$ cat config.mk
export PLATFORM = sky130hd
export DESIGN_NAME = pcg32_random_generator_core
export DESIGN_NICKNAME = d
export VERILOG_FILES = /design/src/hw/rtl/pcg_pkg.sv /design/src/hw/rtl/pcg32_random_generator_core.sv /design/src/hw/rtl/pcg_front.sv /design/src/hw/rtl/pcg_queue.sv /design/src/hw/rtl/pcg_back.sv
export SDC_FILE = /design/constraint.sdc
export NUM_CORES = 2
export LEC_CHECK = 0
export BUFFER_PORTS_ARGS = -buffer_cell sky130_fd_sc_hd__buf_4
export CAP_MARGIN = 0
export CORE_MARGIN = 4
export CORE_UTILIZATION = 35
export DETAILED_ROUTE_END_ITERATION = 10
export PLACE_DENSITY_LB_ADDON = 0.25
export SLEW_MARGIN = 0
export SYNTH_ARGS = -nofsm -noshare
export SYNTH_HDL_FRONTEND = slang
export SYNTH_SLANG_ARGS = --single-unit
export TNS_END_PERCENT = 50
$ cat constraint.sdc
create_clock -name clk -period 9.7 [get_ports clk]
set_clock_uncertainty 0.05 [all_clocks]
set_input_delay 0.97 -clock clk [delete_from_list [all_inputs] [get_ports clk]]
set_output_delay 0.97 -clock clk [all_outputs]
set_load 0.005 [all_outputs]
$ cat src/hw/rtl/pcg_pkg.sv
// ----------------------------------------------------------------------------
// pcg_pkg
// Shared types, constants and helper functions of the pcg32 generator core.
// ----------------------------------------------------------------------------
`default_nettype none

package pcg_pkg;

  localparam logic [63:0] LCG_MULT   = 64'h5851f42d4c957f2d;
  localparam logic [63:0] FMIX_C1    = 64'hff51afd7ed558ccd;
  localparam logic [63:0] FMIX_C2    = 64'hc4ceb9fe1a85ec53;
  localparam int          FMIX_SHIFT = 33;
  localparam int          XS_SHIFT_A = 18;
  localparam int          XS_SHIFT_B = 27;
  localparam int          ROT_SHIFT  = 59;

  // command queue between front and back
  localparam int QDEPTH = 2;
  localparam int QPTR_W = 1;
  localparam int QCNT_W = 2;

  typedef enum logic [1:0] {
    OP_SEED  = 2'd0,
    OP_RAW   = 2'd1,
    OP_RANGE = 2'd2,
    OP_NONE  = 2'd3
  } op_t;

  typedef enum logic [1:0] {
    K_C1  = 2'd0,
    K_C2  = 2'd1,
    K_LCG = 2'd2
  } ksel_t;

  typedef struct packed {
    op_t         op;
    logic [31:0] seed;
    logic [31:0] lo;
    logic [31:0] span;
    logic        span_zero;
  } cmd_t;

  function automatic logic [63:0] mul_const(input ksel_t k);
    logic [63:0] c;
    case (k)
      K_C1:    c = FMIX_C1;
      K_C2:    c = FMIX_C2;
      default: c = LCG_MULT;
    endcase
    return c;
  endfunction

  // xorshift high, random rotate output stage
  function automatic logic [31:0] xsh_rr(input logic [63:0] old);
    logic [63:0] x;
    logic [31:0] xs;
    logic [4:0]  rot;
    logic [63:0] dbl;
    x   = old ^ (old >> XS_SHIFT_A);
    xs  = x[XS_SHIFT_B +: 32];
    rot = old[ROT_SHIFT +: 5];
    dbl = {xs, xs} >> rot;
    return dbl[31:0];
  endfunction

endpackage

`default_nettype wire

$ cat src/hw/rtl/pcg32_random_generator_core.sv
// ----------------------------------------------------------------------------
// pcg32_random_generator_core
// PCG32 XSH-RR generator with seeding, raw and ranged draws.
// ----------------------------------------------------------------------------
//  channel | handshake            | payload
//  input   | in_valid / in_ready  | func, seed, range_low, range_high
//  output  | out_valid/out_ready  | raw_number, ranged_number, full_span
//
// Per beat the back sequencer runs a raw draw, a ranged draw (bit-serial
// modulo, one quotient bit per cycle), a seed (five 64-bit products, each from
// partial products of the shared 32x32 multiplier) or an unused code.
// The front takes beats into a two-entry queue while the back is busy.
// rst is synchronous; state resets to 0, increment to 1.
// A stalled output holds the back in its final step; the queue keeps filling.
// ----------------------------------------------------------------------------
`default_nettype none

module pcg32_random_generator_core (
  input  wire logic               clk,
  input  wire logic               rst,
  input  wire logic               in_valid,
  output logic                    in_ready,
  input  wire logic [1:0]         func,
  input  wire logic [31:0]        seed,
  input  wire logic signed [31:0] range_low,
  input  wire logic signed [31:0] range_high,
  output logic                    out_valid,
  input  wire logic               out_ready,
  output logic [31:0]             raw_number,
  output logic signed [31:0]      ranged_number,
  output logic                    full_span
);

  logic          q_full;
  logic          q_push;
  logic          q_pop;
  logic          q_valid;
  pcg_pkg::cmd_t push_cmd;
  pcg_pkg::cmd_t head_cmd;

  pcg_front u_front (
    .in_valid   (in_valid),
    .in_ready   (in_ready),
    .func       (func),
    .seed       (seed),
    .range_low  (range_low),
    .range_high (range_high),
    .q_full     (q_full),
    .q_push     (q_push),
    .q_cmd      (push_cmd)
  );

  pcg_queue u_queue (
    .clk       (clk),
    .rst       (rst),
    .push      (q_push),
    .push_cmd  (push_cmd),
    .full      (q_full),
    .pop       (q_pop),
    .not_empty (q_valid),
    .head      (head_cmd)
  );

  pcg_back u_back (
    .clk           (clk),
    .rst           (rst),
    .q_valid       (q_valid),
    .q_cmd         (head_cmd),
    .q_pop         (q_pop),
    .out_valid     (out_valid),
    .out_ready     (out_ready),
    .raw_number    (raw_number),
    .ranged_number (ranged_number),
    .full_span     (full_span)
  );

endmodule

`default_nettype wire

$ cat src/hw/rtl/pcg_front.sv
// ----------------------------------------------------------------------------
// pcg_front
// Accepts input beats, decodes the operation and works out the range span.
// ----------------------------------------------------------------------------
`default_nettype none

module pcg_front (
  input  wire logic               in_valid,
  output logic                    in_ready,
  input  wire logic [1:0]         func,
  input  wire logic [31:0]        seed,
  input  wire logic signed [31:0] range_low,
  input  wire logic signed [31:0] range_high,
  input  wire logic               q_full,
  output logic                    q_push,
  output pcg_pkg::cmd_t           q_cmd
);

  logic [31:0] diff;
  logic [31:0] mag;
  logic [31:0] span;

  always_comb begin
    diff = $unsigned(range_high) - $unsigned(range_low);
    // magnitude with 32-bit wrap, most negative stays 0x80000000
    mag  = diff[31] ? (32'd0 - diff) : diff;
    span = mag + 32'd1;
  end

  assign in_ready = !q_full;
  assign q_push   = in_valid && !q_full;

  always_comb begin
    q_cmd.op        = pcg_pkg::op_t'(func);
    q_cmd.seed      = seed;
    q_cmd.lo        = $unsigned(range_low);
    q_cmd.span      = span;
    q_cmd.span_zero = (span == 32'd0);
  end

endmodule

`default_nettype wire

$ cat src/hw/rtl/pcg_queue.sv
// ----------------------------------------------------------------------------
// pcg_queue
// Two-entry command queue decoupling the front from the back.
// ----------------------------------------------------------------------------
`default_nettype none

module pcg_queue (
  input  wire logic          clk,
  input  wire logic          rst,
  input  wire logic          push,
  input  wire pcg_pkg::cmd_t push_cmd,
  output logic               full,
  input  wire logic          pop,
  output logic               not_empty,
  output pcg_pkg::cmd_t      head
);

  pcg_pkg::cmd_t                  entries [pcg_pkg::QDEPTH];
  logic [pcg_pkg::QPTR_W-1:0]     wr_ptr;
  logic [pcg_pkg::QPTR_W-1:0]     rd_ptr;
  logic [pcg_pkg::QCNT_W-1:0]     count;

  assign full      = (count == pcg_pkg::QCNT_W'(pcg_pkg::QDEPTH));
  assign not_empty = (count != '0);
  assign head      = entries[rd_ptr];

  always_ff @(posedge clk) begin
    if (push) begin
      entries[wr_ptr] <= push_cmd;
    end
  end

  always_ff @(posedge clk) begin
    if (rst) begin
      wr_ptr <= '0;
      rd_ptr <= '0;
      count  <= '0;
    end else begin
      if (push) begin
        wr_ptr <= wr_ptr + 1'b1;
      end
      if (pop) begin
        rd_ptr <= rd_ptr + 1'b1;
      end
      case ({push, pop})
        2'b10:   count <= count + 1'b1;
        2'b01:   count <= count - 1'b1;
        default: count <= count;
      endcase
    end
  end

endmodule

`default_nettype wire

$ cat src/hw/rtl/pcg_back.sv
// ----------------------------------------------------------------------------
// pcg_back
// Sequencer holding the generator state: shared 32x32 multiplier for the
// 64-bit products, bit-serial modulo, and the result register.
// ----------------------------------------------------------------------------
`default_nettype none

module pcg_back (
  input  wire logic          clk,
  input  wire logic          rst,
  input  wire logic          q_valid,
  input  wire pcg_pkg::cmd_t q_cmd,
  output logic               q_pop,
  output logic               out_valid,
  input  wire logic          out_ready,
  output logic [31:0]        raw_number,
  output logic signed [31:0] ranged_number,
  output logic               full_span
);

  typedef enum logic [5:0] {
    ST_IDLE = 6'b000001,
    ST_XS   = 6'b000010,
    ST_MUL  = 6'b000100,
    ST_ADV  = 6'b001000,
    ST_DIV  = 6'b010000,
    ST_DONE = 6'b100000
  } fsm_t;

  // seeding steps through the two finalizer passes, each followed by a multiply
  localparam logic [2:0] SEQ_A1  = 3'd0;
  localparam logic [2:0] SEQ_A2  = 3'd1;
  localparam logic [2:0] SEQ_MIX = 3'd2;
  localparam logic [2:0] SEQ_B2  = 3'd3;
  localparam logic [2:0] SEQ_ADD = 3'd4;

  localparam logic [1:0] PH_LAST = 2'd3;
  localparam logic [4:0] DIV_LAST = 5'd31;

  fsm_t            fsm;
  logic [63:0]     lcg_state;
  logic [63:0]     lcg_increment;
  logic [63:0]     w;
  logic [63:0]     mop;
  logic [63:0]     acc;
  logic [63:0]     prod;
  pcg_pkg::ksel_t  ksel;
  logic [1:0]      ph;
  logic [2:0]      seq;
  pcg_pkg::op_t    op;
  logic [31:0]     lo;
  logic [31:0]     span;
  logic            span_zero;
  logic [31:0]     raw_r;
  logic [31:0]     rem;
  logic [31:0]     dq;
  logic [4:0]      cnt;
  logic [31:0]     raw_o;
  logic [31:0]     ranged_o;
  logic            full_o;

  logic [63:0]     wx;
  logic [63:0]     wx2;
  logic [63:0]     kval;
  logic [31:0]     mul_a;
  logic [31:0]     mul_b;
  logic [63:0]     prod_next;
  logic [32:0]     r2;
  logic            ge;
  logic [32:0]     r2_sub;
  logic [63:0]     sum_state;
  logic            load_out;

  always_comb begin
    wx        = w ^ (w >> pcg_pkg::FMIX_SHIFT);
    wx2       = wx ^ (wx >> pcg_pkg::FMIX_SHIFT);
    sum_state = lcg_state + wx;
    kval      = pcg_pkg::mul_const(ksel);
    // partial products: lo*lo, lo*hi, hi*lo
    case (ph)
      2'd0:    begin mul_a = mop[31:0];  mul_b = kval[31:0];  end
      2'd1:    begin mul_a = mop[31:0];  mul_b = kval[63:32]; end
      default: begin mul_a = mop[63:32]; mul_b = kval[31:0];  end
    endcase
    prod_next = mul_a * mul_b;
    r2        = {rem, dq[31]};
    ge        = (r2 >= {1'b0, span});
    r2_sub    = r2 - {1'b0, span};
  end

  assign q_pop    = (fsm == ST_IDLE) && q_valid;
  assign load_out = (fsm == ST_DONE) && (!out_valid || out_ready);

  always_ff @(posedge clk) begin
    if (rst) begin
      fsm           <= ST_IDLE;
      lcg_state     <= 64'd0;
      lcg_increment <= 64'd1;
      out_valid     <= 1'b0;
      ph            <= '0;
      seq           <= '0;
      cnt           <= '0;
    end else begin
      if (load_out) begin
        out_valid <= 1'b1;
      end else if (out_ready) begin
        out_valid <= 1'b0;
      end
      case (fsm)
        ST_IDLE: begin
          if (q_valid) begin
            op        <= q_cmd.op;
            lo        <= q_cmd.lo;
            span      <= q_cmd.span;
            span_zero <= q_cmd.span_zero;
            w         <= {31'd0, q_cmd.seed, 1'b1};
            seq       <= SEQ_A1;
            ph        <= '0;
            raw_r     <= pcg_pkg::xsh_rr(lcg_state);
            mop       <= lcg_state;
            ksel      <= pcg_pkg::K_LCG;
            case (q_cmd.op)
              pcg_pkg::OP_SEED:  fsm <= ST_XS;
              pcg_pkg::OP_RAW:   fsm <= ST_MUL;
              pcg_pkg::OP_RANGE: fsm <= ST_MUL;
              default:           fsm <= ST_DONE;
            endcase
          end
        end
        ST_XS: begin
          ph  <= '0;
          fsm <= ST_MUL;
          case (seq)
            SEQ_MIX: begin
              // wx is the seed mix: set increment, first step from zero state
              lcg_increment <= {wx[62:0], 1'b1};
              lcg_state     <= {wx[62:0], 1'b1};
              mop           <= wx2;
              ksel          <= pcg_pkg::K_C1;
            end
            SEQ_ADD: begin
              lcg_state <= sum_state;
              mop       <= sum_state;
              ksel      <= pcg_pkg::K_LCG;
            end
            SEQ_A2, SEQ_B2: begin
              mop  <= wx;
              ksel <= pcg_pkg::K_C2;
            end
            default: begin
              mop  <= wx;
              ksel <= pcg_pkg::K_C1;
            end
          endcase
        end
        ST_MUL: begin
          ph   <= ph + 2'd1;
          prod <= prod_next;
          case (ph)
            2'd0:    acc <= acc;
            2'd1:    acc <= prod;
            default: acc <= {acc[63:32] + prod[31:0], acc[31:0]};
          endcase
          if (ph == PH_LAST) begin
            w <= {acc[63:32] + prod[31:0], acc[31:0]};
            if (ksel == pcg_pkg::K_LCG) begin
              fsm <= ST_ADV;
            end else begin
              seq <= seq + 3'd1;
              fsm <= ST_XS;
            end
          end
        end
        ST_ADV: begin
          lcg_state <= w + lcg_increment;
          rem       <= '0;
          dq        <= raw_r;
          cnt       <= '0;
          if (op == pcg_pkg::OP_RANGE && !span_zero) begin
            fsm <= ST_DIV;
          end else begin
            fsm <= ST_DONE;
          end
        end
        ST_DIV: begin
          rem <= ge ? r2_sub[31:0] : r2[31:0];
          dq  <= {dq[30:0], 1'b0};
          cnt <= cnt + 5'd1;
          if (cnt == DIV_LAST) begin
            fsm <= ST_DONE;
          end
        end
        ST_DONE: begin
          if (load_out) begin
            fsm <= ST_IDLE;
          end
        end
        default: fsm <= ST_IDLE;
      endcase
    end
  end

  // result register, payload only
  always_ff @(posedge clk) begin
    if (load_out) begin
      case (op)
        pcg_pkg::OP_RAW: begin
          raw_o    <= raw_r;
          ranged_o <= '0;
          full_o   <= 1'b0;
        end
        pcg_pkg::OP_RANGE: begin
          raw_o    <= raw_r;
          ranged_o <= span_zero ? (lo + raw_r) : (lo + rem);
          full_o   <= span_zero;
        end
        default: begin
          raw_o    <= '0;
          ranged_o <= '0;
          full_o   <= 1'b0;
        end
      endcase
    end
  end

  assign raw_number    = raw_o;
  assign ranged_number = $signed(ranged_o);
  assign full_span     = full_o;

endmodule

`default_nettype wire

Word level (Yosys, flattened, before mapping). Memories as Yosys holds them, arrays and structs flattened. A register that Yosys moved wholly into a read port is not among the register bits. Index checks and enable logic that the tools add are counted. W data, S select, Z words.

Register bits after elaboration: 634. Bits in writable memories: 198. Input port bits: 102. Word-level logic and storage cells: 157. Memories kept: 1.

$add $sub $neg: 16. $mul: 1. Order comparisons: 1. Equality and inequality tests: 28. Shift operators: 1. Multiplexer cells: 42. Bitwise logic cells: 5. Reduce and logical (&&, ||, !) cells: 36.

Memories: u_queue.entries (depth 2, width 99, rd ports 1, clocked after Yosys merged registers in 1, wr ports 1, RTL line pcg_queue.sv:18) `pcg_pkg::cmd_t entries [pcg_pkg::QDEPTH];`.

Operators with widths (number): $pmux W64 S2 (7); $mux W64 (3); $mux W32 (5); $add A64 B64 Y64 (2); $pmux W32 S2 (2); $xor A64 B31 Y64 (2); $add A32 B32 Y32 (3); $mul A32 B32 Y64 (1); $shr A64 B5 Y32 (1); $sub A32 B32 Y32 (2); $xor A59 B46 Y59 (1); $pmux W6 S6 (1); $ge A33 B32 Y1 (1); $add A32 B1 Y32 const B (1); $logic_not A32 Y1 (1); $sub A1 B32 Y32 const A (1); $mux W6 (5); $reduce_and A4 Y1 (4); $reduce_bool A2 Y1 (7); $eq A2 B2 Y1 const B (6); $pmux W2 S2 (3); $pmux W6 S2 (1); $eq A2 B1 Y1 const B (5); $pmux W5 S2 (1); 33 further kinds (64).

Depth between registers and ports, before layout.
Depth in word-level cells: 5. Mapped depth: 40.

Cells and area by module. Synthesis repeated with hierarchy kept, for this count alone.

Cells, all modules: 8735. Area total of the unflattened synthesis: 82452.8 um^2.

By module, submodules not included: pcg_back (instances 1, cells each 7657, area an instance 70078.5 um^2, seq. area each 17476.8 um^2); pcg_queue (instances 1, cells each 330, area an instance 7342.0 um^2, seq. area each 6045.8 um^2); pcg_front (instances 1, cells each 748, area an instance 5032.3 um^2, seq. area each 0.0 um^2).

Worst setup path before layout. Ideal clock, no wire load.

Path type: register -> register. From: register u_back.ph[0]. To: register u_back.prod[63] (data pin). Library setup time: 0.260 ns. Data arrival time: 9.999 ns. Required time: 9.390 ns. Path slack: -0.608 ns. Stages on the path, launching flop included: 37. Buffers on the path: 3. Clock period less this slack: 10.308 ns. Cell sequence: dfxtp_1 -> inv_1 -> ha_1 -> nor2_1 -> clkbuf_1 -> buf_1 -> buf_1 -> mux2_2 -> nand2_1 -> nor2_1 -> fa_1 -> inv_1 -> fa_1 -> fa_1 -> fa_1 -> inv_1 -> fa_1 -> fa_1 -> fa_1 -> fa_1 -> ha_1 -> a21oi_1 -> o21ai_0 -> a21o_1 -> a21o_1 -> a221o_1 -> a22oi_1 -> a31oi_1 -> o21bai_1 -> a21boi_0 -> and4_1 -> o31ai_1 -> o21ai_0 -> a221oi_1 -> o21ai_0 -> a21oi_1 -> xnor2_1.

Longest elaborated chain between the ends: 4. Elaborated cells on any way between the ends: 6.

RTL lines: start, declared (RTL line pcg_back.sv:48) `logic [1:0] ph;`; start signal, assigned (RTL line pcg_back.sv:157) `ph <= ph + 2'd1;`; $eq A2 B1 Y1 / $logic_not A2 Y1 (equally long branches) (RTL line pcg_back.sv:80) `case (ph)`; $reduce_or A2 Y1 (no line); $mux W32 (RTL line pcg_back.sv:80); $mul A32 B32 Y64 * (RTL line pcg_back.sv:85) `prod_next = mul_a * mul_b;`; named net u_back.prod_next[63] (RTL line pcg_back.sv:67) `logic [63:0] prod_next;`; end signal, assigned (RTL line pcg_back.sv:158) `prod <= prod_next;`; end, declared (RTL line pcg_back.sv:46) `logic [63:0] prod;`.

The timed path passes the listed nets; every way through them passes the cells marked *. A chain may end at the register's enable or synchronous reset.

Final worst setup path.
From: register u_back.ph[1]. To: register u_back.prod[61] (data pin).

Same word-level chain as after synthesis.

==> run_results.csv <==
group,metric,value,unit
synth,synth_area_leader_cell,"edfxtp_1",
placement,dp_hpwl,250,mm
clock_tree,cts_buffer_depth,3,
setup_path,crit_required,10.12,ns
setup_path,cp.arrival,9.86,ns
setup_path,critPathCaptureType,"flop",
routing,vias,63400,
die,start_util,35.3,%
setup_path,criticalPathCategory,"reg2reg",
setup_path,reg2regPathDepth,34,
synth,synth_compound_area_share,11.2,%
die,rows,174,
synth,async_flop_share,0,%
sta,setup_viol,0,
die,io_pins,169,
finish,utilization,40.8,%
sta,whs,0.365,ns
setup_path,worstReg2RegStart,"u_back.ph[1]$_SDFFE_PP0P_",
synth,synth.yosys.warnings,0,
setup_path,rrSetupSlack,0.25,ns
routing,drtIter0Drc,5608,
die,dieHeight,485,um
placement,place_area,88200,um^2
global_route,grt_overflow,0,
synth,avgSynthCellArea,9.72,um^2
routing,drc_errors,0,
synth,synth_fa_ha_area_share,30.4,%
setup_path,slowest_stage,"fa_1",
status,status,"finished clean",
synth,synth-seq-area-share,29.5,%
die,coreArea,226000,um^2
clock_tree,htreeDepth,3,
clock_tree,cts_inserted_buffers,94,
sta,tns,0,ns
clock_tree,cts_tree,"done",
setup_path,startpoint,"u_back.ph[1]$_SDFFE_PP0P_",
routing,routed_wl,302,mm
synth,synthXorXnorAreaFrac,4.47,%
sta,fmax,106,MHz
clock_tree,insertion_delay,0.75,ns
finish,area_growth,15.6,%
synth,synthCells,8195,
synth,synth_edf_count,684,
finish,final_area,92100,um^2
setup_path,cpMostUsedCell,"fa_1",
global_route,grt_pass1_vias,62900,
sta,layout_min_cycle_time,9.45,ns
routing,avgRoutedWirePerCell,25.6,um
synth,netlist_area,79600,um^2
finish,drive_above_1_share,14.0,%
die,die-area,235000,um^2
routing,firstDrtPassIters,7,
finish,final_common_cell,"inv_1",
clock_tree,cts_hold_buf,0,
setup_path,cp_max_fo,8,
finish,fillers,22400,
global_route,grt_pass1_wl,434,mm
synth,synth_fp_nets,9722,
min_path,hold_class,"in2reg",
routing,via_per_inst,5.37,
job,cap_viol_max_count,0,
synth,synth_mux_area_share,4.12,%
setup_path,cp-endpoint,"u_back.prod[61]$_DFFE_PP_",
global_route,grt_max_degree,70,
synth,synth_top_family_by_area,"adder cells",
clock_tree,cts_sinks,833,
global_route,grt_util_all_layers,25.1,%
finish,nNetsFinal,10300,
clock_tree,cts.clk_slew.worst_paths,0.06,ns
die,die_x,485,um
sta,finalHoldViolations,0,
sta,finalCritPeriodShare,97.4,%
routing,ant_nets,0,
setup_path,r2r_end,"u_back.prod[61]$_DFFE_PP_",
clock_tree,cts_root_buf,"clkbuf_16",
placement,portBuffers,168,
setup_path,start_kind,"flop",
synth,synth_ff_type,"edfxtp_1",
synth,yosys.area_share.simple,13.8,%
finish,layout_common_cells,"1043 x inv_1, 932 x nor2_1, 834 x fa_1",
setup_path,slowest_delay,0.58,ns
global_route,antenna_found_initial,23,
synth,synth_cell_type_count,111,
placement,place_congestion,1.01,
sta,slew-limit-headroom,24.2,%
synth,synthTopCellsByArea,"edfxtp_1 26%, fa_1 21%, ha_1 9.1%, inv_1 4.9%, nor2_1 4.5%",
sta,tightest_slew,1.14,ns
sta,report.final.slew_viol_count,0,
sta,rsz0062_at_grt,"yes",
synth,synth_top_area_share,25.8,%
synth,synth_seq_cells,833,
-- per-layer routing --
| layer | track usage (%) | routed length, um | vias up |
|---|---|---|---|
| met2 | 39.1 | 135000 | 2281 |
| met5 | 0 | 52 | - |
| li1 | - | - | 28800 |
| met3 | 4.58 | 21200 | 435 |
| met1 | 34.1 | 130000 | 31900 |
| met4 | 11.2 | 15200 | 8 |
-- final cells by class --
type	instances	area (um^2)	share of cell area (%)
multi-input cells	5987	51600	56.0
flip-flops and latches	833	23500	25.6
clock buffers	106	2410	2.62
inverters	1047	3930	4.27
clock inverters	69	815	0.885
diodes	15	37.5	0.0408
repair buffers	760	6030	6.55
well taps	2992	3740	4.07
-- timing repair --
item / 4_1_cts / 5_1_grt
gates cloned: 0 / 3
pin swaps: 1 / 35
buffers inserted: 0 / 13
resized for setup: 18 / 82
setup endpoints to repair: 10 / 10
-- per-stage QoR --
step,setup slack (ns),instances
finish,0.252,11800
global route,-0.0745,11800
CTS,0.00368,11800
detailed placement,-0.334,11600
global placement,-0.267,11600
floorplan,0.0440,8195
-- state kept, by name, indices dropped and copies added (netlist names), 3 cells and up, named ones only --
signal and count:
u_back.mop 64, u_back.lo 32, u_back.fsm 6, u_back.rem 32, u_back.cnt 5, u_back.raw_number 32, u_back.ranged_number 32, u_back.raw_r 32
u_back.acc 64, u_back.lcg_increment 63, u_back.span 32, u_back.prod 64, u_back.seq 3, u_back.dq 32, u_back.lcg_state 64, u_back.w 64
u_queue.entries 198
-- how the worst min path moves through the flow --
stage | startpoint | to | slack (ns) | cells after the start
final | seed[14] | u_queue.entries[0][79]$_DFFE_PP_ | 0.36 | 1
after global routing | func[0] | u_queue.entries[1][97]$_DFFE_PP_ | 0.32 | 1
after CTS | func[0] | u_queue.entries[0][97]$_DFFE_PP_ | 0.29 | 1
after detailed placement | u_back.lcg_increment[34]$_SDFFE_PP0P_ | u_back.lcg_increment[34]$_SDFFE_PP0P_ | 0.40 | 2
after global placement | u_back.lcg_increment[49]$_SDFFE_PP0P_ | u_back.lcg_increment[49]$_SDFFE_PP0P_ | 0.40 | 2
after floorplan | u_back.lcg_increment[32]$_SDFFE_PP0P_ | u_back.lcg_increment[32]$_SDFFE_PP0P_ | 0.39 | 2
-- kinds of logic (layout without fill, tap and decap cells) --
group | count (synthesis) | after routing
other | 0 | 15
adder cells (fa/ha/maj) | 1426 | 1426
AND/OR/NAND/NOR | 2461 | 2461
buffers and inverters | 1375 | 1982
AO/OA/AOI/OAI | 1399 | 1399
multiplexers | 298 | 298
XOR/XNOR | 403 | 403
flip-flops | 833 | 833
-- critical path, delay by kind of cell, from the launching register on --
kind	cells	cell delay, ns
adder cells (fa/ha/maj)	10	4.59
flip-flops	1	0.34
multiplexers	1	0.36
AO/OA/AOI/OAI	14	2.62
XOR/XNOR	1	0.09
buffers and inverters	4	0.48
AND/OR/NAND/NOR	4	0.63
-- synthesized netlist by cell type, types with 50 or more instances --
library cell,count
inv_1,1043
clkbuf_1,274
nor2_1,951
nand2_1,726
nor3_1,204
a211oi_1,67
and2_1,64
xor2_1,159
nor2b_1,105
o21ai_0,322
ha_1,580
xnor2_1,241
fa_1,845
a31oi_1,65
dfxtp_1,149
nand2b_1,72
buf_1,50
a21o_1,158
nand3_1,110
mux2_2,136
mux2i_1,151
edfxtp_1,684
a21oi_1,432
Power is not shown: default switching activity piles up to over one toggle a cycle in this logic, so the estimate is an artifact.
